===== src/sv/im2col_pkg.sv =====
// shared types, constants and field widths for the im2col patch unroller
package im2col_pkg;

  // default geometry of the image store
  localparam int DATA_WIDTH_DEF  = 32;
  localparam int IMAGE_WORDS_DEF = 4096;

  // field widths
  localparam int DIM_W      = 7;
  localparam int KERN_W     = 4;
  localparam int PAD_W      = 3;
  localparam int STEP_W     = 3;
  localparam int CHAN_W     = 6;
  localparam int IDX_W      = 6;
  localparam int POS_W      = 7;
  localparam int SPAN_W     = 8;
  localparam int PLANE_W    = 13;
  localparam int BASE_W     = 18;
  localparam int SUM_W      = 19;
  localparam int ADDR_IN_W  = 12;
  localparam int PIXEL_W    = 32;
  localparam int VALUE_W    = 32;
  localparam int IN_TDATA_W = 48;
  localparam int OUT_USER_W = 3;

  // configuration port
  localparam int CFG_ADDR_W = 5;
  localparam int CFG_DATA_W = 32;

  // request queue between front and back
  localparam int QUEUE_DEPTH = 4;

  // largest image dimension
  localparam logic [DIM_W-1:0] DIM_LIMIT = 7'd64;

  // register reset values
  localparam logic [DIM_W-1:0]  RST_CHANNEL_COUNT = 7'd1;
  localparam logic [DIM_W-1:0]  RST_IMAGE_HEIGHT  = 7'd8;
  localparam logic [DIM_W-1:0]  RST_IMAGE_WIDTH   = 7'd8;
  localparam logic [KERN_W-1:0] RST_KERNEL_HEIGHT = 4'd3;
  localparam logic [KERN_W-1:0] RST_KERNEL_WIDTH  = 4'd3;
  localparam logic [PAD_W-1:0]  RST_PADDING       = 3'd0;
  localparam logic [STEP_W-1:0] RST_STEP_SIZE     = 3'd1;

  typedef enum logic [2:0] {
    REG_CHANNEL_COUNT = 3'd0,
    REG_IMAGE_HEIGHT  = 3'd1,
    REG_IMAGE_WIDTH   = 3'd2,
    REG_KERNEL_HEIGHT = 3'd3,
    REG_KERNEL_WIDTH  = 3'd4,
    REG_PADDING       = 3'd5,
    REG_STEP_SIZE     = 3'd6
  } reg_index_t;

  typedef enum logic {
    OP_LOAD = 1'b0,
    OP_EMIT = 1'b1
  } op_t;

  typedef enum logic [1:0] {
    STATUS_OK       = 2'd0,
    STATUS_BAD_ADDR = 2'd1,
    STATUS_EMPTY    = 2'd2
  } status_t;

  typedef enum logic [1:0] {
    CMD_NONE  = 2'd0,
    CMD_WRITE = 2'd1,
    CMD_READ  = 2'd2
  } cmd_kind_t;

  typedef struct packed {
    logic [DIM_W-1:0]  channel_count;
    logic [DIM_W-1:0]  image_height;
    logic [DIM_W-1:0]  image_width;
    logic [KERN_W-1:0] kernel_height;
    logic [KERN_W-1:0] kernel_width;
    logic [PAD_W-1:0]  padding;
    logic [STEP_W-1:0] step_size;
  } cfg_t;

  typedef struct packed {
    cmd_kind_t          kind;
    logic [SUM_W-1:0]   addr;
    logic [PIXEL_W-1:0] pixel;
    logic               pad;
    logic               last;
    status_t            status;
  } cmd_t;

endpackage


===== src/sv/im2col_queue.sv =====
// short command queue between the front and back ends
module im2col_queue (
  input  logic              clk,
  input  logic              rst,
  input  logic              push,
  input  im2col_pkg::cmd_t  push_cmd,
  output logic              full,
  input  logic              pop,
  output logic              head_valid,
  output im2col_pkg::cmd_t  head
);
  import im2col_pkg::*;

  localparam int PTR_W = $clog2(QUEUE_DEPTH);

  cmd_t             entries [QUEUE_DEPTH];
  logic [PTR_W-1:0] wr_ptr, rd_ptr;
  logic [PTR_W:0]   count;

  assign full       = (count == (PTR_W + 1)'(QUEUE_DEPTH));
  assign head_valid = (count != '0);
  assign head       = entries[rd_ptr];

  // storage
  always_ff @(posedge clk) begin
    if (push) entries[wr_ptr] <= push_cmd;
  end

  // pointers and fill count
  always_ff @(posedge clk) begin
    if (rst) begin
      wr_ptr <= '0;
      rd_ptr <= '0;
      count  <= '0;
    end else begin
      if (push) wr_ptr <= wr_ptr + PTR_W'(1);
      if (pop)  rd_ptr <= rd_ptr + PTR_W'(1);
      priority if (push && !pop) count <= count + (PTR_W + 1)'(1);
      else if (pop && !push)     count <= count - (PTR_W + 1)'(1);
      else                       count <= count;
    end
  end

`ifndef SYNTHESIS
  a_no_overflow: assert property (@(posedge clk) disable iff (rst)
    push |-> !full || pop)
    else $error("push into a full queue");
  a_no_underflow: assert property (@(posedge clk) disable iff (rst)
    pop |-> head_valid)
    else $error("pop from an empty queue");
  a_count_tracks: assert property (@(posedge clk) disable iff (rst)
    push && !pop |=> count == $past(count) + (PTR_W + 1)'(1))
    else $error("fill count lost a push");
`endif

endmodule


===== config.mk =====
export PLATFORM = sky130hd
export DESIGN_NAME = im2col_queue
export DESIGN_NICKNAME = d
export VERILOG_FILES = /design/src/sv/im2col_pkg.sv /design/src/sv/im2col_queue.sv
export SDC_FILE = /design/constraint.sdc
export NUM_CORES = 1
export LEC_CHECK = 0
export BUFFER_PORTS_ARGS = -buffer_cell sky130_fd_sc_hd__buf_2
export CELL_PAD_IN_SITES_DETAIL_PLACEMENT = 2
export CELL_PAD_IN_SITES_GLOBAL_PLACEMENT = 2
export CORE_UTILIZATION = 35
export DETAILED_ROUTE_END_ITERATION = 6
export GPL_TIMING_DRIVEN = 0
export PLACE_DENSITY_LB_ADDON = 0.1
export RECOVER_POWER = 25
export SYNTH_ARGS = -nofsm -noshare
export SYNTH_HDL_FRONTEND = slang
export SYNTH_SLANG_ARGS = --single-unit

===== constraint.sdc =====
create_clock -name clk -period 3.1 [get_ports clk]
set_clock_uncertainty 0.15 [all_clocks]
set_input_delay 0.62 -clock clk [delete_from_list [all_inputs] [get_ports clk]]
set_output_delay 0.62 -clock clk [all_outputs]
set_load 0.01 [all_outputs]

==> results of run 1 <==
==> power breakdown <==
group | switching [uW] | internal [uW]
Clock | 1170 | 1660
Combinational | 376 | 321
Sequential | 41.7 | 3680
==> flip-flops by register name, indices dropped and copies added, names as in the netlist, named ones only <==
| signal | count |
|---|---|
| rd_ptr | 2 |
| wr_ptr | 2 |
| entries | 228 |
| count | 3 |
==> layer usage <==
| layer | share of wire | GRT usage | vias to the layer above |
|---|---|---|---|
| met5 | 0 | 0 | - |
| met4 | 0.023 | 0.0424 | 0 |
| met3 | 0.045 | 0.0328 | 30 |
| met2 | 0.50 | 0.240 | 86 |
| met1 | 0.43 | 0.181 | 2066 |
| li1 | - | - | 1754 |
==> cell usage after synthesis <==
cell type                    n
sky130_fd_sc_hd__fa_1        1
sky130_fd_sc_hd__dfxtp_1     9
sky130_fd_sc_hd__or3_1       2
sky130_fd_sc_hd__a21oi_1     1
sky130_fd_sc_hd__ha_1        5
sky130_fd_sc_hd__buf_2       4
sky130_fd_sc_hd__clkbuf_1    3
sky130_fd_sc_hd__inv_1       4
sky130_fd_sc_hd__nor2_1      7
sky130_fd_sc_hd__buf_4       2
sky130_fd_sc_hd__nor3b_1     1
sky130_fd_sc_hd__mux4_2     57
sky130_fd_sc_hd__o21ai_0     1
sky130_fd_sc_hd__and2_1      4
sky130_fd_sc_hd__buf_6       4
sky130_fd_sc_hd__mux2i_1     2
sky130_fd_sc_hd__xor2_1      3
sky130_fd_sc_hd__edfxtp_1  228
sky130_fd_sc_hd__nand2_1     1
sky130_fd_sc_hd__xnor2_1     2
==> final cells by class <==
class / instances / area (um2)
fillers: 2256 / 13800
flip-flops and latches: 237 / 7030
multi-input cells: 87 / 1530
clock buffers: 33 / 698
repair buffers: 122 / 627
well taps: 324 / 405
plain buffers: 13 / 91.3
clock inverters: 14 / 82.6
inverters: 4 / 15.0
==> worst max-delay path, stage by stage, from the launching register on <==
cell,delay (ps)
sky130_fd_sc_hd__dfxtp_1,350
sky130_fd_sc_hd__buf_2,270
sky130_fd_sc_hd__buf_2,350
sky130_fd_sc_hd__mux4_2,380
sky130_fd_sc_hd__buf_2,160
==> per-stage QoR <==
stage	utilization	instances	setup TNS (ps)
after global placement	0.398	783	-223690
after global routing	0.432	834	0
after detailed placement	0.401	787	0
final	0.432	834	0
after CTS	0.434	834	0
after floorplan	-	341	0
==> worst min path at each step <==
stage | to | start
6_report | entries[3][11] | push_cmd[11]
5_1_grt | entries[3][30] | push_cmd[30]
4_1_cts | entries[3][0] | push_cmd[0]
3_5_place_dp | count[2] | count[2]
3_3_place_gp | count[2] | count[2]
2_1_floorplan | count[2] | count[2]
==> logic make-up after synthesis <==
family | count (synthesis) | share of synthesized area
AND/OR/NAND/NOR | 15 | 0.00868
AO/OA/AOI/OAI | 2 | 0.00116
adder cells (fa/ha/maj) | 6 | 0.00955
XOR/XNOR | 5 | 0.00506
multiplexers | 59 | 0.151
buffers and inverters | 17 | 0.0123
flip-flops | 237 | 0.813
==> results.md, run 1 <==
- The maximum achievable frequency is 356 MHz.
- For this run, the detailed router's first-pass iteration total came to 4.
- The most common cell after layout, fill and taps aside is sky130_fd_sc_hd__edfxtp_1.
- The initial antenna violation count is 0.
- The worst setup timing slack at the placement stage is 781 ps.
- Max-cap violations in this run came to 0.
- The floorplan step set the die height to 159 um.
- In this run the deepest clock path goes through 3 buffers.
- In this run the count of I/O pins placed on the die edge is 120.
- Routability-driven placement finished with a final weighted congestion of 0.684.
- Measured against its own limit, the worst slew margin works out to 0.513.
- The shortest clock period the worst path allows after layout is 2810 ps.
- The path class of the tightest hold or removal check is primary input to flop.
- The number of nets in the layout is 559.
- Using the TritonRoute via totals, the vias-per-cell ratio works out to 4.72.
- The overflow left after global routing is 0.
- The area fraction of the dominant cell type after synthesis is 0.792.
- STA puts the critical path data required time at 2330 ps.
- The gate count after technology mapping is 341.
- The detailed-route wire length per cell is 20.8 um.
- The cell at the root of the clock tree is sky130_fd_sc_hd__clkbuf_16.
- The cell taking the most area after synthesis is sky130_fd_sc_hd__edfxtp_1.
- The number of clock buffers added by TritonCTS is 27.
- In this run the worst path has a maximum fanout of 10.
- The number of cells upsized or downsized after cts is 0.
- The capturing element type of the critical path is an output port.
- The synthesized design contains 237 register bits.
- The endpoint of the most critical setup path is head[40].
- After detailed routing, the number of remaining DRC violations is 0.
- The design area is 10500 um2.
- Dividing the final minimum period by the clock period gives 0.905.
- The global-route wire length before repair is 27100 um.
- The mean instance size in the synthesized netlist is 25.4 um2.
- The classification of the worst setup path is flop to output port.
- The power per standard cell area is 692 nW/um2.
- The flow ran to the end, and the final reports show no timing, DRC or antenna violations.
- The total number of clock tree sinks is 237.
- The clock network latency to the later pin of the worst-skew pair is 520 ps.
- The final hold slack is 172 ps.
- The total power draw is 7250 uW.
- In the layout the commonest cells are sky130_fd_sc_hd__edfxtp_1 (228), sky130_fd_sc_hd__buf_2 (87), sky130_fd_sc_hd__mux4_2 (57).
- The share of the Yosys chip area taken by registers is 0.812.
- Across the VDD grid, the largest voltage drop is 0.368 mV.
- Setup repair after global routing left no endpoint under its margin.
- The final setup slack of the worst path is 294 ps.
- Entering global routing, the biggest net connects 32 pins.
- The wire length after detailed routing is 17400 um.
- Summed over all cells, the static leakage comes to 0.00346 uW.
- The initialized floorplan defines 57 standard-cell rows.
- Counting instances, the worst hold path has a depth of 1.
- Yosys attributes the largest share of cell area to sky130_fd_sc_hd__edfxtp_1 (79%), sky130_fd_sc_hd__mux4_2 (15%), sky130_fd_sc_hd__dfxtp_1 (2.1%), sky130_fd_sc_hd__ha_1 (0.72%), sky130_fd_sc_hd__buf_6 (0.52%).
- The summed instance area of the synthesized netlist is 8650 um2.
- The buffers inserted during post-CTS setup optimization is 0.
- The number of max-slew violations in the final report is 0.
- After detailed placement, the total cell area comes to 9730 um2.
- Setup violations remaining at the end of the flow were counted as 0.
- The number of nets in the synthesized netlist is 408.
- The area added between synthesis and finish is 21.1%.
- The floorplan step defined a die boundary enclosing 25300 um2.
- The number of cells on the worst reg-to-reg path is 4.
- Data on the critical path arrives at its endpoint at 2040 ps.
- For this block, the via count after detailed routing is 3936.
- Detailed placement finished with a half-perimeter wire length of 10600 um.
- The slew of the pin with the lowest slew margin is 731 ps.
- The count of port buffers added during placement is 118.
- Of the cells placed in the final design, the portion with a size suffix greater than 1 is 0.371.
- After floorplanning, the core was sized to cover 24200 um2.
- The overall fraction of global-route tracks in use is 0.141.
- The number of antenna cells inserted is 0.
- The die extent in x is 159 um.
- In this run, distinct cell masters in the synthesized netlist total 20.
- The worst flop-to-flop path endpoint is entries[0][22].
- The total of hold buffers inserted after clock tree synthesis is 0.
- The DRC violation total after the first TritonRoute iteration is 232.
- The maximum level of the CTS H-tree is 1.
- The CTS tree is yes.
- The critical register-to-register path startpoint is wr_ptr[0].
- For this run, the number of Yosys warnings is 0.
- The number of global-route vias before repair is 4537.
- The sort of element at the start of the critical path is a flop.
- For this configuration, the core starts out at a cell density of 0.357.
- The count of endpoints failing hold in the final timing report was 0.
- For flop-to-flop paths, the worst setup slack is 1270 ps.
- The post-route antenna net violation count is 0.
- After clock tree synthesis, the clock-pin slew on the worst setup and hold paths is 60 ps.
No activity file was read; power rests on OpenSTA's default activity.
==> run 2, diff against run 1 <==
Settings changed: CTS_BUF_LIST set to sky130_fd_sc_hd__clkbuf_4.
==> run 2 against run 1 <==
Clock-buffer cell count increased by 74. Cell count increased by 13%. Maximum frequency fell by 4.4%. Register-to-register slack about the same. Global-route usage increased by 0.91 points. Critical path type unchanged. Critical endpoint unchanged. Largest cell class unchanged. Highest routed layer unchanged.
==> results.md, run 2 (synthesis results as in run 1) <==
- The run finished with clean final reports.
- The flip-flop count of the largest register after layout is 228 (unchanged).
- The maximum clock path buffer count is 3 (unchanged).
- The layer with the highest usage after global routing is met2.
- The final hold slack came to 121 ps (-50.7 ps).
- The largest registers in the layout are entries: 228 flops, count: 3 flops.
- The clock network latency to the later pin of the worst-skew pair is 620 ps (+100 ps).
- The post-route fraction of the period consumed by the critical path is 0.947 (+0.0419).
- The initial antenna violation count is 1 (+1).
- TritonCTS built the clock tree.
- The most common cell after layout, fill and taps aside is sky130_fd_sc_hd__edfxtp_1.
- The initial cell density of the core is 0.357 (unchanged).
- The maximum vdd drop came to 0.254 mV (-31%).
- The met2 demand-to-capacity share in global routing was 0.250 (+0.0102).
- The number of cells upsized or downsized after cts was 0 (unchanged).
- The total CTS buffers is 67 (+150%).
- The total of fill cells in the finished design is 2275 (+0.84%).
- The worst setup path is launched from a flop.
- The maximum achievable frequency is 341 MHz (-4.4%).
- The overall via count from detail_route is 4406 (+12%).
- The DRC violation total after the first TritonRoute iteration was 194 (-16%).
- The overall die area was 25300 um2 (unchanged).
- The total number of clock tree sinks came to 237 (unchanged).
- The startpoint identified for the worst hold timing path is push_cmd[7].
- The worst flop-to-flop path endpoint is entries[0][14].
- The capturing element type of the critical path is an output port.
- The cell count of the worst hold path is 1 (unchanged).
- The final count of negative-setup-slack endpoints is 0 (unchanged).
- The met3 global-route usage came to 0.0427 (+0.00990).
- The overflow left after global routing is 0 (unchanged).
- The relative slew slack was 0.514 (+0.00170).
- The number of vias per cell is 4.67 (-1.1%).
- The area of the placeable core was 24200 um2 (unchanged).
- The number of max-slew violations in the final report came to 0 (unchanged).
- The share of layout cells above drive strength 1 was 0.433 (+0.0624).
- The clock-pin transition on the worst setup and hold timing paths is 60 ps (about the same).
- The count of port buffers added during placement was 118 (unchanged).
- The detailed-route wire length per cell is 19.3 um (-7.2%).
- The min-delay analysis places its worst path in the category primary input to flop.
- The startpoint identified for the worst register-to-register timing path is wr_ptr[0].
- The overall fraction of global-route tracks in use is 0.151 (+0.00914).
- The count of endpoints failing hold in the final timing report was 0 (unchanged).
- The number of maximum-capacitance constraint violations was 0 (unchanged).
- For hold timing, the worst endpoint is entries[3][7].
- The slew of the pin with the lowest slew margin is 729 ps (-2.55 ps).
- The number of rows in the core area was 57 (unchanged).
- The maximum level of the CTS H-tree is 3 (+2).
- The total power draw is 7510 uW (+3.6%).
- The top fanout value on the critical path is 10 (unchanged).
- Relative to the synthesized area, the layout overhead comes to 27.4%.
- The power per standard cell area is 682 nW/um2 (-1.5%).
- The number of global-route vias before repair is 5113 (+13%).
- The vertical die dimension is 159 um (unchanged).
- The largest net degree at the start of global routing came to 32 (unchanged).
- The cell total after placement came to 787 (unchanged).
- The number of nets in the layout is 640 (+14%).
- The cell at the root of the clock tree is sky130_fd_sc_hd__clkbuf_4.
- The wire length after detailed routing is 18300 um (+5.0%).
- The data required time at the worst endpoint is 2330 ps (about the same).
- In the layout the commonest cells are sky130_fd_sc_hd__edfxtp_1 (228), sky130_fd_sc_hd__clkbuf_4 (107), sky130_fd_sc_hd__buf_2 (86).
- The met1 routing resource usage after global routing is 0.180 (-0.000664).
- The routability congestion estimate from global placement was 0.684 (unchanged).
- The length of the first detailed-routing pass in iterations is 4 (unchanged).
- The number of I/O pins is 120 (unchanged).
- The die extent in x came to 159 um (unchanged).
- The post-layout instance count excluding filler cells was 944 (+13%).
- The post-route antenna net violation count is 0 (unchanged).
- Setup repair after global routing left no endpoint under its margin.
- The detailed-route DRC error count is 0 (unchanged).
- The half-perimeter wire length after detailed placement is 10600 um (unchanged).
- The shortest clock period the worst path allows after layout is 2940 ps (+130 ps).
- The classification of the worst setup path is flop to output port.
- The reg2reg setup slack came to 1260 ps (about the same).
- Ranked by flip-flop count, first place goes to entries.
- The data arrival at the endpoint of the critical path is 2170 ps (+130 ps).
- The cell leakage power is 0.00379 uW (+9.6%).
- The number of cells on the worst reg-to-reg path came to 4 (unchanged).
- The global-route wire length before repair is 28500 um (+5.4%).
-- run 2: cell type report --
cell class | instances | area, um2 | area share
repair buffers | 163 | 1040 | 0.0941
plain buffers | 13 | 91.3 | 0.00829
multi-input cells | 87 | 1530 | 0.138
clock inverters | 8 | 109 | 0.00988
diodes | 1 | 2.50 | 0.000227
inverters | 4 | 15.0 | 0.00136
well taps | 324 | 405 | 0.0368
flip-flops and latches | 237 | 7030 | 0.638
clock buffers | 107 | 803 | 0.0729
-- run 2: worst max-delay path by stage --
stage               startpoint        endpoint  slack [ps]
finish                    flop        head[40]         160
detailed placement        flop        head[25]         780
global route              flop        head[25]           9
floorplan                 push   entries[0][0]         560
CTS                       flop        head[25]          50
global placement          push  entries[3][22]       -1000
-- run 2: repair_timing --
item / CTS / global route
buffers inserted: 0 / 0
hold buffers: 41 / 0
endpoints found under the hold margin: 133 / 0
-- run 2: through the flow --
| step | setup slack (ps) | cell area (um2) | setup TNS (ps) | util |
|---|---|---|---|---|
| 2_1_floorplan | 559 | 8650 | 0 | - |
| 3_3_place_gp | -998 | 9640 | -223690 | 0.398 |
| 3_5_place_dp | 781 | 9730 | 0 | 0.401 |
| 4_1_cts | 54.4 | 11100 | 0 | 0.456 |
| 5_1_grt | 9.39 | 11000 | 0 | 0.454 |
| 6_report | 164 | 11000 | 0 | 0.454 |
-- run 2: report_power, final --
group          total [uW]  leakage [uW]  switching (uW)  internal, uW
Combinational         740       0.00107             386           355
Clock                3050      0.000545            1250          1800
Sequential           3720       0.00217            42.2          3680
Total                7510       0.00379            1680          5830
-- run 2: critical path, stage by stage, from the launching register on --
cell and delay (ps):
sky130_fd_sc_hd__dfxtp_1 360, sky130_fd_sc_hd__buf_2 290, sky130_fd_sc_hd__buf_2 360, sky130_fd_sc_hd__mux4_2 380, sky130_fd_sc_hd__buf_2 160
-- run 2: layer usage --
| layer | up-vias | wire, um |
|---|---|---|
| li1 | 1948 | - |
| met5 | - | 0 |
| met3 | 55 | 890 |
| met1 | 2276 | 7620 |
| met4 | 0 | 586 |
| met2 | 127 | 9160 |
