### src/sv/im2col_pkg.sv
// shared types, constants and field widths for the im2col patch unroller
package im2col_pkg;

  // default geometry of the image store
  localparam int DATA_WIDTH_DEF  = 32;
  localparam int IMAGE_WORDS_DEF = 4096;

  // field widths
  localparam int DIM_W      = 7;
  localparam int KERN_W     = 4;
  localparam int PAD_W      = 3;
  localparam int STEP_W     = 3;
  localparam int CHAN_W     = 6;
  localparam int IDX_W      = 6;
  localparam int POS_W      = 7;
  localparam int SPAN_W     = 8;
  localparam int PLANE_W    = 13;
  localparam int BASE_W     = 18;
  localparam int SUM_W      = 19;
  localparam int ADDR_IN_W  = 12;
  localparam int PIXEL_W    = 32;
  localparam int VALUE_W    = 32;
  localparam int IN_TDATA_W = 48;
  localparam int OUT_USER_W = 3;

  // configuration port
  localparam int CFG_ADDR_W = 5;
  localparam int CFG_DATA_W = 32;

  // request queue between front and back
  localparam int QUEUE_DEPTH = 4;

  // largest image dimension
  localparam logic [DIM_W-1:0] DIM_LIMIT = 7'd64;

  // register reset values
  localparam logic [DIM_W-1:0]  RST_CHANNEL_COUNT = 7'd1;
  localparam logic [DIM_W-1:0]  RST_IMAGE_HEIGHT  = 7'd8;
  localparam logic [DIM_W-1:0]  RST_IMAGE_WIDTH   = 7'd8;
  localparam logic [KERN_W-1:0] RST_KERNEL_HEIGHT = 4'd3;
  localparam logic [KERN_W-1:0] RST_KERNEL_WIDTH  = 4'd3;
  localparam logic [PAD_W-1:0]  RST_PADDING       = 3'd0;
  localparam logic [STEP_W-1:0] RST_STEP_SIZE     = 3'd1;

  typedef enum logic [2:0] {
    REG_CHANNEL_COUNT = 3'd0,
    REG_IMAGE_HEIGHT  = 3'd1,
    REG_IMAGE_WIDTH   = 3'd2,
    REG_KERNEL_HEIGHT = 3'd3,
    REG_KERNEL_WIDTH  = 3'd4,
    REG_PADDING       = 3'd5,
    REG_STEP_SIZE     = 3'd6
  } reg_index_t;

  typedef enum logic {
    OP_LOAD = 1'b0,
    OP_EMIT = 1'b1
  } op_t;

  typedef enum logic [1:0] {
    STATUS_OK       = 2'd0,
    STATUS_BAD_ADDR = 2'd1,
    STATUS_EMPTY    = 2'd2
  } status_t;

  typedef enum logic [1:0] {
    CMD_NONE  = 2'd0,
    CMD_WRITE = 2'd1,
    CMD_READ  = 2'd2
  } cmd_kind_t;

  typedef struct packed {
    logic [DIM_W-1:0]  channel_count;
    logic [DIM_W-1:0]  image_height;
    logic [DIM_W-1:0]  image_width;
    logic [KERN_W-1:0] kernel_height;
    logic [KERN_W-1:0] kernel_width;
    logic [PAD_W-1:0]  padding;
    logic [STEP_W-1:0] step_size;
  } cfg_t;

  typedef struct packed {
    cmd_kind_t          kind;
    logic [SUM_W-1:0]   addr;
    logic [PIXEL_W-1:0] pixel;
    logic               pad;
    logic               last;
    status_t            status;
  } cmd_t;

endpackage

### src/sv/im2col_cfg.sv
// configuration register file behind the apb-style port
module im2col_cfg (
  input  logic                               clk,
  input  logic                               rst,
  input  logic                               psel,
  input  logic                               penable,
  input  logic                               pwrite,
  input  logic [im2col_pkg::CFG_ADDR_W-1:0]  paddr,
  input  logic [im2col_pkg::CFG_DATA_W-1:0]  pwdata,
  output logic [im2col_pkg::CFG_DATA_W-1:0]  prdata,
  output logic                               pready,
  output im2col_pkg::cfg_t                   cfg,
  output logic                               restart
);
  import im2col_pkg::*;

  logic       wr_en;
  reg_index_t idx;

  assign pready = 1'b1;
  assign wr_en  = psel && penable && pwrite;
  assign idx    = reg_index_t'(paddr[CFG_ADDR_W-1:2]);

  // register writes
  always_ff @(posedge clk) begin
    if (rst) begin
      cfg.channel_count <= RST_CHANNEL_COUNT;
      cfg.image_height  <= RST_IMAGE_HEIGHT;
      cfg.image_width   <= RST_IMAGE_WIDTH;
      cfg.kernel_height <= RST_KERNEL_HEIGHT;
      cfg.kernel_width  <= RST_KERNEL_WIDTH;
      cfg.padding       <= RST_PADDING;
      cfg.step_size     <= RST_STEP_SIZE;
    end else if (wr_en) begin
      unique case (idx)
        REG_CHANNEL_COUNT: cfg.channel_count <= pwdata[DIM_W-1:0];
        REG_IMAGE_HEIGHT:  cfg.image_height  <= pwdata[DIM_W-1:0];
        REG_IMAGE_WIDTH:   cfg.image_width   <= pwdata[DIM_W-1:0];
        REG_KERNEL_HEIGHT: cfg.kernel_height <= pwdata[KERN_W-1:0];
        REG_KERNEL_WIDTH:  cfg.kernel_width  <= pwdata[KERN_W-1:0];
        REG_PADDING:       cfg.padding       <= pwdata[PAD_W-1:0];
        REG_STEP_SIZE:     cfg.step_size     <= pwdata[STEP_W-1:0];
        default: ;
      endcase
    end
  end

  // any write to a real register restarts the walk
  always_comb begin
    restart = 1'b0;
    if (wr_en) begin
      unique case (idx)
        REG_CHANNEL_COUNT, REG_IMAGE_HEIGHT, REG_IMAGE_WIDTH, REG_KERNEL_HEIGHT,
        REG_KERNEL_WIDTH, REG_PADDING, REG_STEP_SIZE: restart = 1'b1;
        default: restart = 1'b0;
      endcase
    end
  end

  // read mux
  always_comb begin
    unique case (idx)
      REG_CHANNEL_COUNT: prdata = CFG_DATA_W'(cfg.channel_count);
      REG_IMAGE_HEIGHT:  prdata = CFG_DATA_W'(cfg.image_height);
      REG_IMAGE_WIDTH:   prdata = CFG_DATA_W'(cfg.image_width);
      REG_KERNEL_HEIGHT: prdata = CFG_DATA_W'(cfg.kernel_height);
      REG_KERNEL_WIDTH:  prdata = CFG_DATA_W'(cfg.kernel_width);
      REG_PADDING:       prdata = CFG_DATA_W'(cfg.padding);
      REG_STEP_SIZE:     prdata = CFG_DATA_W'(cfg.step_size);
      default:           prdata = '0;
    endcase
  end

endmodule

### config.mk
export PLATFORM = sky130hd
export DESIGN_NAME = im2col_cfg
export DESIGN_NICKNAME = d
export VERILOG_FILES = /design/src/sv/im2col_pkg.sv /design/src/sv/im2col_cfg.sv
export SDC_FILE = /design/constraint.sdc
export NUM_CORES = 1
export LEC_CHECK = 0
export ABC_AREA = 0
export BUFFER_PORTS_ARGS = -buffer_cell sky130_fd_sc_hd__buf_2
export CAP_MARGIN = 20
export CORE_ASPECT_RATIO = 0.75
export CORE_MARGIN = 3
export CORE_UTILIZATION = 40
export CTS_BUF_LIST = sky130_fd_sc_hd__clkbuf_16
export DETAILED_ROUTE_END_ITERATION = 6
export GPL_TIMING_DRIVEN = 0
export HOLD_SLACK_MARGIN = 0.12
export PLACE_DENSITY = 0.87
export RECOVER_POWER = 25
export SLEW_MARGIN = 0
export SYNTH_ARGS = -nofsm -noshare
export SYNTH_HDL_FRONTEND = slang
export SYNTH_SLANG_ARGS = --single-unit
### constraint.sdc
create_clock -name clk -period 1.01 [get_ports clk]
set_input_delay 0 -clock clk [delete_from_list [all_inputs] [get_ports clk]]
set_output_delay 0 -clock clk [all_outputs]
set_load 0.05 [all_outputs]
==> reports/metrics.csv, run 1 <==
metric,value,unit
status,"finished, violations left",
failing checks,negative setup slack,
PwrDens,1372,mW/mm²
internal power,3.003,mW
Synth cell types,27,
1st-iter DRT viols,82,
hold slack,0.1972,ns
total of max-cap violations,0,
syn avg cell area,9.548,µm²
Hold Path Class,input port to register,
final hold viol count,0,
"Period Utilization, post-route",136.3,%
Final #Nets,348,
ANT nets after route,0,
Worst Path Max Fanout,2,
critical-path cell with the highest stage delay,dfxtp_4,
final wirelength,5.766,mm
CP Cell Sequence,mux2i_2 > o221a_2 > a221oi_4 > buf_6,
H-tree lvl count,2,
Worst Slack Setup Final,-0.3667,ns
CP required,1.01,ns
worst vdd ir,0.7552,mV
Crit path largest cell delay,0.35,ns
area share of the largest cell type after synthesis,35.62,%
Mapped Cells,206,
Place WS,-0.5112,ns
Setup crit end kind,output port,
"area leader, netlist",dfxtp_1,
ratio of routed vias to standard cells,4.739,
fraction of layout instances using a drive strength above 1,53.42,%
clk root buf,clkbuf_16,
core area,0.004598,mm²
Top Registers,cfg (35),
port bufs,55,
clock-pin slew on the worst setup and hold paths,0.06,ns
setup tns final,-1.930,ns
critical path arrival,1.38,ns
Static Leak,1.473,nW
Longest Clk Path Bufs,2,
total track usage,20.76,%
die area,0.005804,mm²
Setup crit start kind,register,
CTS sink cnt,35,
initial antenna violation count,0,
Synth Warn #,0,
RePlAce Congestion,0.8253,
synthesis-to-finish area growth,52.16,%
most numerous cell in the Yosys netlist,mux2i_1,
fraction of the yosys area taken by sequential cells,35.62,%
final setup vio count,8,
Switch Pwr,1.102,mW
kind of critical path,register to output port,
Post-synth EDFFs,0,
Final Util,65.09,%
Final min period,1.377,ns
# diodes,0,
Largest Register,cfg,
post-DP HPWL,4.142,mm
Cell Rows,21,
"top cells by area, synth","dfxtp_1 36%, mux2i_1 25%, nand2b_1 11%",
chip height,66.73,µm
Routed WL per cell,15.84,µm
switching part of the total,26.85,%
Clock Power Share,48.5,%
Comb power frac,18.6,%
fmax,726.4,MHz
vias in the first global route,1798,
Layout fillers,371,
post-synthesis instance area,0.001967,mm²
CTS tree,done,
post-synthesis register bit count,35,
CTS Buf Count,5,
IO Pins,111,
Final Skew,0,ns
max reg flops,35,
Sequential Power Share,32.8,%
Placed Area,0.002582,mm²
grt total ovfl,0,
"Slew Viols, Final",0,
cell area after layout,0.002993,mm²
"Primary FF master, synth",dfxtp_1,
drt pass-1 iters,4,
Post-synth top cells,"49 x mux2i_1, 35 x dfxtp_1, 35 x nand2b_1",
Residual DRC,0,
first-pass GRT wire length,9.059,mm
ys async rst share,0,%
clk_lat worst skew,0.28,ns
largest net degree at the start of global routing,12,
Starting Density,42.78,%
via count,1725,
DIE WIDTH,86.97,µm
RSZ-0062 raised after global routing,true,
worst paths after layout:
kind / slack [ns] / endpoint / start / depth (start not counted)
setup / recovery: -0.37 / prdata[0] / cfg[21] / 4
hold / removal: 0.20 / cfg[26] / rst / 3
setup reg to reg: 0.11 / cfg[10] / cfg[10] / 4
hold reg to reg: 0.48 / cfg[29] / cfg[29] / 2
area by class of cell:
type                       count  area (µm²)  area share [%]
timing repair buffer          69       440.4           14.72
buffer                        40       275.3           9.197
clock inverter                 3       63.81           2.132
tap                           57       71.32           2.383
clock buffer                   5       125.1           4.181
sequential                    35       797.0           26.63
inverter                       4       15.01          0.5017
multi-input combinational    151        1205           40.26
per-layer routing:
metal	track usage [%]	vias to the layer above	part of all wire [%]
met4	7.588	0	1.1
met2	34.38	58	48
met5	0	-	0
met3	5.439	7	6.3
li1	-	849	-
met1	25.90	811	45
per-stage QoR:
step                      cells  power [mW]
final                       364       4.105
after floorplan             230       1.961
after global placement      342       2.066
after global routing        364       4.217
after detailed placement    342       2.073
after CTS                   362       4.118
cell families after synthesis:
group | share of synthesized area [%]
buf+inv | 14.95
compound gates | 5.662
other cells | 0.3818
flops | 35.62
mux | 24.94
simple gates | 18.45
what timing repair did:
action / in CTS / in global routing
buffers inserted: 6 / 2
setup endpoints to repair: 28 / 23
pin swaps: 3 / 1
endpoints found under the hold margin: 23 / 0
resized for setup: 19 / 14
hold buffers: 6 / 0
layout by cell type, fill, tap and decap left out, drive strengths merged:
cell type / n
a2bb2oi: 3
inv: 5
clkbuf: 17
and2: 3
and3: 1
dfxtp: 35
o221a: 3
nand2b: 35
mux2i: 49
nor2: 15
nor2b: 1
o21ai: 1
and4: 1
bufinv: 2
a221oi: 3
a31oi: 1
conb: 26
nand2: 4
buf: 91
and2b: 1
dlygate4sd3: 6
and4b: 1
nand3: 1
o22ai: 1
o21a: 1
worst max-delay path: cells and delay by family, from the launching register on:
family          cells  cell delay [ns]
flops               1             0.35
buf+inv             1             0.20
mux                 1             0.07
compound gates      2             0.48
power by group through the flow:
stage,combinational [mW],clock [mW],sequential [mW]
after floorplan,0.547,0,1.41
after global placement,0.688,0,1.38
after detailed placement,0.694,0,1.38
after CTS,0.750,2.02,1.35
after global routing,0.805,2.06,1.35
final,0.765,1.99,1.35
Power figures use the tool's default switching activity.
==> run 2, diff against run 1 <==
- CORE_UTILIZATION: 40 -> 41
- CTS_BUF_LIST: sky130_fd_sc_hd__clkbuf_16 -> sky130_fd_sc_hd__clkbuf_4
- PLACE_DENSITY: 0.87 -> 0.88
==> run 2 against run 1 <==
- the run still ends with negative setup slack left
- sequential share of layout area fell by 0.11 points
- clock-buffer cell count did not move
- flip-flop and latch count did not move
- final cell count rose by 0.27%
- clock power fell by 50%
- worst hold slack got worse by 0.045 ns
- critical path type unchanged
==> reports/metrics.csv, run 2 (same netlist as run 1, synthesis figures left out) <==
metric,value,unit
status,"finished, violations left",
failing checks,negative setup slack,
Longest Clk Path Bufs,2,
Final Skew,0,ns
Worst Slack Setup Final,-0.4661,ns
chip height,65.99,µm
"Period Utilization, post-route",146.1,%
vias in the first global route,1671,
"Slew Viols, Final",0,
critical-path cell with the highest stage delay,dfxtp_4,
RR Startpoint,cfg[5],
total of max-cap violations,0,
Worst Path Max Fanout,3,
clk root buf,clkbuf_4,
first-pass GRT wire length,8.514,mm
Largest Register,cfg,
CTS Buf Count,5,
IO Pins,111,
R2R depth,4,
ratio of routed vias to standard cells,4.740,
die area,0.005673,mm²
Top Registers,cfg (35),
Final #Nets,349,
CTS sink cnt,35,
Routed WL per cell,15.67,µm
PwrDens,1035,mW/mm²
max reg flops,35,
RSZ-0062 raised after global routing,true,
critical path arrival,1.48,ns
fraction of layout instances using a drive strength above 1,53.25,%
grt total ovfl,0,
CTS tree,done,
Static Leak,1.436,nW
ANT nets after route,0,
Setup crit start kind,register,
H-tree lvl count,2,
core area,0.004546,mm²
RePlAce Congestion,0.8061,
Residual DRC,0,
drt pass-1 iters,4,
Starting Density,43.27,%
final setup vio count,7,
port bufs,55,
reg2reg setup slack,0.17,ns
clk_lat worst skew,0.34,ns
cell area after layout,0.003005,mm²
Placed Area,0.002582,mm²
initial antenna violation count,0,
CP Cell Sequence,mux2i_2 > o221a_2 > a221oi_4 > buf_6,
via count,1730,
Crit path largest cell delay,0.38,ns
worst vdd ir,0.7118,mV
r2r endpoint,cfg[5],
Final min period,1.476,ns
Final Util,66.12,%
Cell Rows,21,
critical path startpoint,cfg[10],
Setup crit end kind,output port,
DIE WIDTH,85.98,µm
Hold Path Stages,3,
hold slack,0.1523,ns
hold endpoint,cfg[23],
Hold Path Class,input port to register,
final wirelength,5.719,mm
total track usage,19.78,%
# diodes,0,
fmax,677.5,MHz
CP required,1.01,ns
most frequent cells in the layout,"48 x mux2i_1, 35 x nand2b_1, 30 x buf_4",
1st-iter DRT viols,95,
kind of critical path,register to output port,
largest net degree at the start of global routing,12,
Design Power,3.110,mW
clock-pin slew on the worst setup and hold paths,0.11,ns
final hold viol count,0,
synthesis-to-finish area growth,52.80,%
post-DP HPWL,4.035,mm
Hold Crit Start,pwdata[2],
"commonest non-fill, non-tap cell in the layout",mux2i_1,
==> run 2: worst max-delay path: cells and delay by family, from the launching register on <==
family / cells / cell delay (ns)
flops: 1 / 0.38
buf+inv: 1 / 0.20
compound gates: 2 / 0.48
mux: 1 / 0.07
==> run 2: area by class of cell <==
type,instances,area (µm²)
Tap cell,57,71.32
Multi-Input combinational cell,151,1182
Timing Repair Buffer,70,584.3
Clock inverter,3,38.79
Buffer,40,279.0
Fill cell,360,1540
Clock buffer,5,37.54
Sequential cell,35,797.0
Inverter,4,15.01
==> run 2: how the worst max path moves through the flow <==
stage,to,cells after the start
global route,prdata[0],4
floorplan,prdata[2],3
detailed placement,cfg[28],4
CTS,prdata[0],4
global placement,cfg[28],4
finish,prdata[0],4
==> run 2: repair_timing <==
action | in CTS | in global routing
pin swaps | 3 | 2
endpoints found under the hold margin | 28 | 0
buffers inserted | 6 | 3
hold buffers | 6 | 0
endpoints found under the setup margin | 17 | 39
resized for setup | 31 | 39
==> run 2: layer usage <==
layer  GRT usage, %  routed length, µm  vias to the layer above
li1               -                  -                      847
met1          24.60               2454                      819
met2          32.79               2792                       54
met3          5.355                377                       10
met4          7.115                 94                        0
met5              0                  0                        -
==> run 2: stage by stage <==
| step | std cells | worst slack (ns) | TNS (ns) |
|---|---|---|---|
| finish | 365 | -0.4661 | -2.628 |
| global route | 365 | -0.5389 | -3.586 |
| CTS | 362 | -0.4903 | -2.635 |
| detailed placement | 342 | -0.4197 | -10.46 |
| global placement | 342 | -0.3830 | -9.231 |
| floorplan | 230 | -0.2343 | -1.177 |
==> run 2: power by group <==
part	switching [mW]	leakage [nW]	internal, mW
sequential	0.00866	0.299	1.34
clock	0.490	0.0426	0.509
combinational	0.503	1.09	0.262
==> run 3, diff against run 2 <==
- CORE_UTILIZATION: 41 -> 45
- PLACE_DENSITY: 0.88 -> 0.91
- clock period: 1.01 -> 1.8 ns (I/O delays scaled with it)
==> run 3 against run 2 <==
- the run now ends clean
- non-clock buffer count shrank 8
- clock-buffer cell count grew 1
- global-route usage grew 0.15 points
- core utilization shrank 5.1 points
- critical path depth is the same
- sequential share of layout area grew 1.3 points
- clock skew is the same
- worst hold slack gained 0.045 ns
- design area shrank 16%
==> reports/metrics.csv, run 3 (same netlist as run 1, synthesis figures left out) <==
metric,value,unit
ANT nets after route,0,
Final #Nets,341,
Layout Cells excl Fill,355,
Residual DRC,0,
RePlAce Congestion,0.8362,
Hold Path Class,input port to register,
setup tns final,0,ns
"Slew Viols, Final",0,
largest net degree at the start of global routing,12,
fmax,617.9,MHz
final hold viol count,0,
Final Skew,0,ns
critical path arrival,1.62,ns
final setup vio count,0,
clock-pin slew on the worst setup and hold paths,0.11,ns
ratio of routed vias to standard cells,4.682,
Setup crit start kind,register,
max reg flops,35,
Worst Slack Setup Final,0.1816,ns
cell area after layout,0.002520,mm²
synthesis-to-finish area growth,28.12,%
Hold Path Stages,4,
drt pass-1 iters,4,
IO Pins,111,
fraction of layout instances using a drive strength above 1,33.00,%
Starting Density,47.64,%
CP required,1.80,ns
first-pass GRT wire length,7.783,mm
CTS Buf Count,5,
total track usage,19.93,%
die area,0.005208,mm²
hold slack,0.1976,ns
initial antenna violation count,0,
Setup crit end kind,output port,
"Period Utilization, post-route",89.91,%
R2R depth,2,
via count,1662,
DIE WIDTH,82.34,µm
Placed Area,0.002420,mm²
placed cells,340,
Slew HR,66.25,%
Routed WL per cell,14.22,µm
clk root buf,clkbuf_4,
most frequent cells in the layout,"55 x buf_2, 49 x mux2i_1, 35 x nand2b_1, 35 x dfxtp_1, 27 x buf_4",
RSZ-0062 raised after global routing,false,
worst vdd ir,0.3812,mV
core area,0.004129,mm²
Layout fillers,378,
Largest Register,cfg,
Worst Path Max Fanout,3,
H-tree lvl count,2,
clk_lat worst skew,0.35,ns
Final min period,1.618,ns
measured slew at the worst slew-check pin,0.5045,ns
Static Leak,1.309,nW
"commonest non-fill, non-tap cell in the layout",buf_2,
Cell Rows,20,
CTS tree,done,
status,completed,
grt total ovfl,0,
Longest Clk Path Bufs,2,
CTS sink cnt,35,
chip height,63.26,µm
PwrDens,640.8,mW/mm²
total of max-cap violations,0,
final wirelength,5.047,mm
Top Registers,cfg (35),
post-DP HPWL,3.885,mm
# diodes,0,
Place WS,0.4823,ns
1st-iter DRT viols,56,
kind of critical path,register to output port,
port bufs,55,
vias in the first global route,1562,
run 3: path summary, 6_finish.rpt:
kind / end / slack (ns) / from
min reg2reg: cfg[8] / 0.50 / cfg[8]
max reg2reg: cfg[15] / 1.11 / cfg[15]
min: cfg[13] / 0.20 / paddr[3]
max: prdata[1] / 0.18 / cfg[4]
run 3: where the power goes:
part	switching [mW]	internal, mW
Clock	0.282	0.166
Sequential	0.00455	0.780
Combinational	0.264	0.120
Total	0.550	1.07
run 3: layout make-up:
class | instances | area [µm²] | area share (%)
plain buffers | 40 | 261.5 | 10.38
multi-input cells | 151 | 1072 | 42.55
repair buffers | 62 | 344.1 | 13.65
inverters | 4 | 15.01 | 0.5958
well taps | 55 | 68.82 | 2.731
clock buffers | 6 | 45.04 | 1.787
clock inverters | 2 | 12.51 | 0.4965
flip-flops and latches | 35 | 700.7 | 27.81
run 3: per-layer routing:
metal | up-vias | GRT usage [%] | routed length (µm)
met4 | 0 | 6.017 | 60
met3 | 6 | 6.000 | 471
met1 | 751 | 25.37 | 2259
met2 | 76 | 32.00 | 2255
li1 | 829 | - | -
met5 | - | 0 | 0
run 3: timing repair:
item / in CTS / in global routing
endpoints found under the hold margin: 32 / 0
hold buffers: 7 / 0
buffers inserted: 0 / 0
resized for setup: 0 / 0
setup endpoints to repair: 0 / 0
run 3: worst max-delay path, stage by stage (launching register included):
cell and delay [ns]:
dfxtp_1 0.39, inv_1 0.05, o221a_2 0.29, a221oi_2 0.22, buf_2 0.31
run 3: per-stage QoR:
| step | utilization [%] | power (mW) |
|---|---|---|
| floorplan | - | 1.115 |
| global placement | 58.61 | 1.171 |
| detailed placement | 58.61 | 1.174 |
| CTS | 61.70 | 1.626 |
| global route | 61.03 | 1.678 |
| finish | 61.03 | 1.615 |
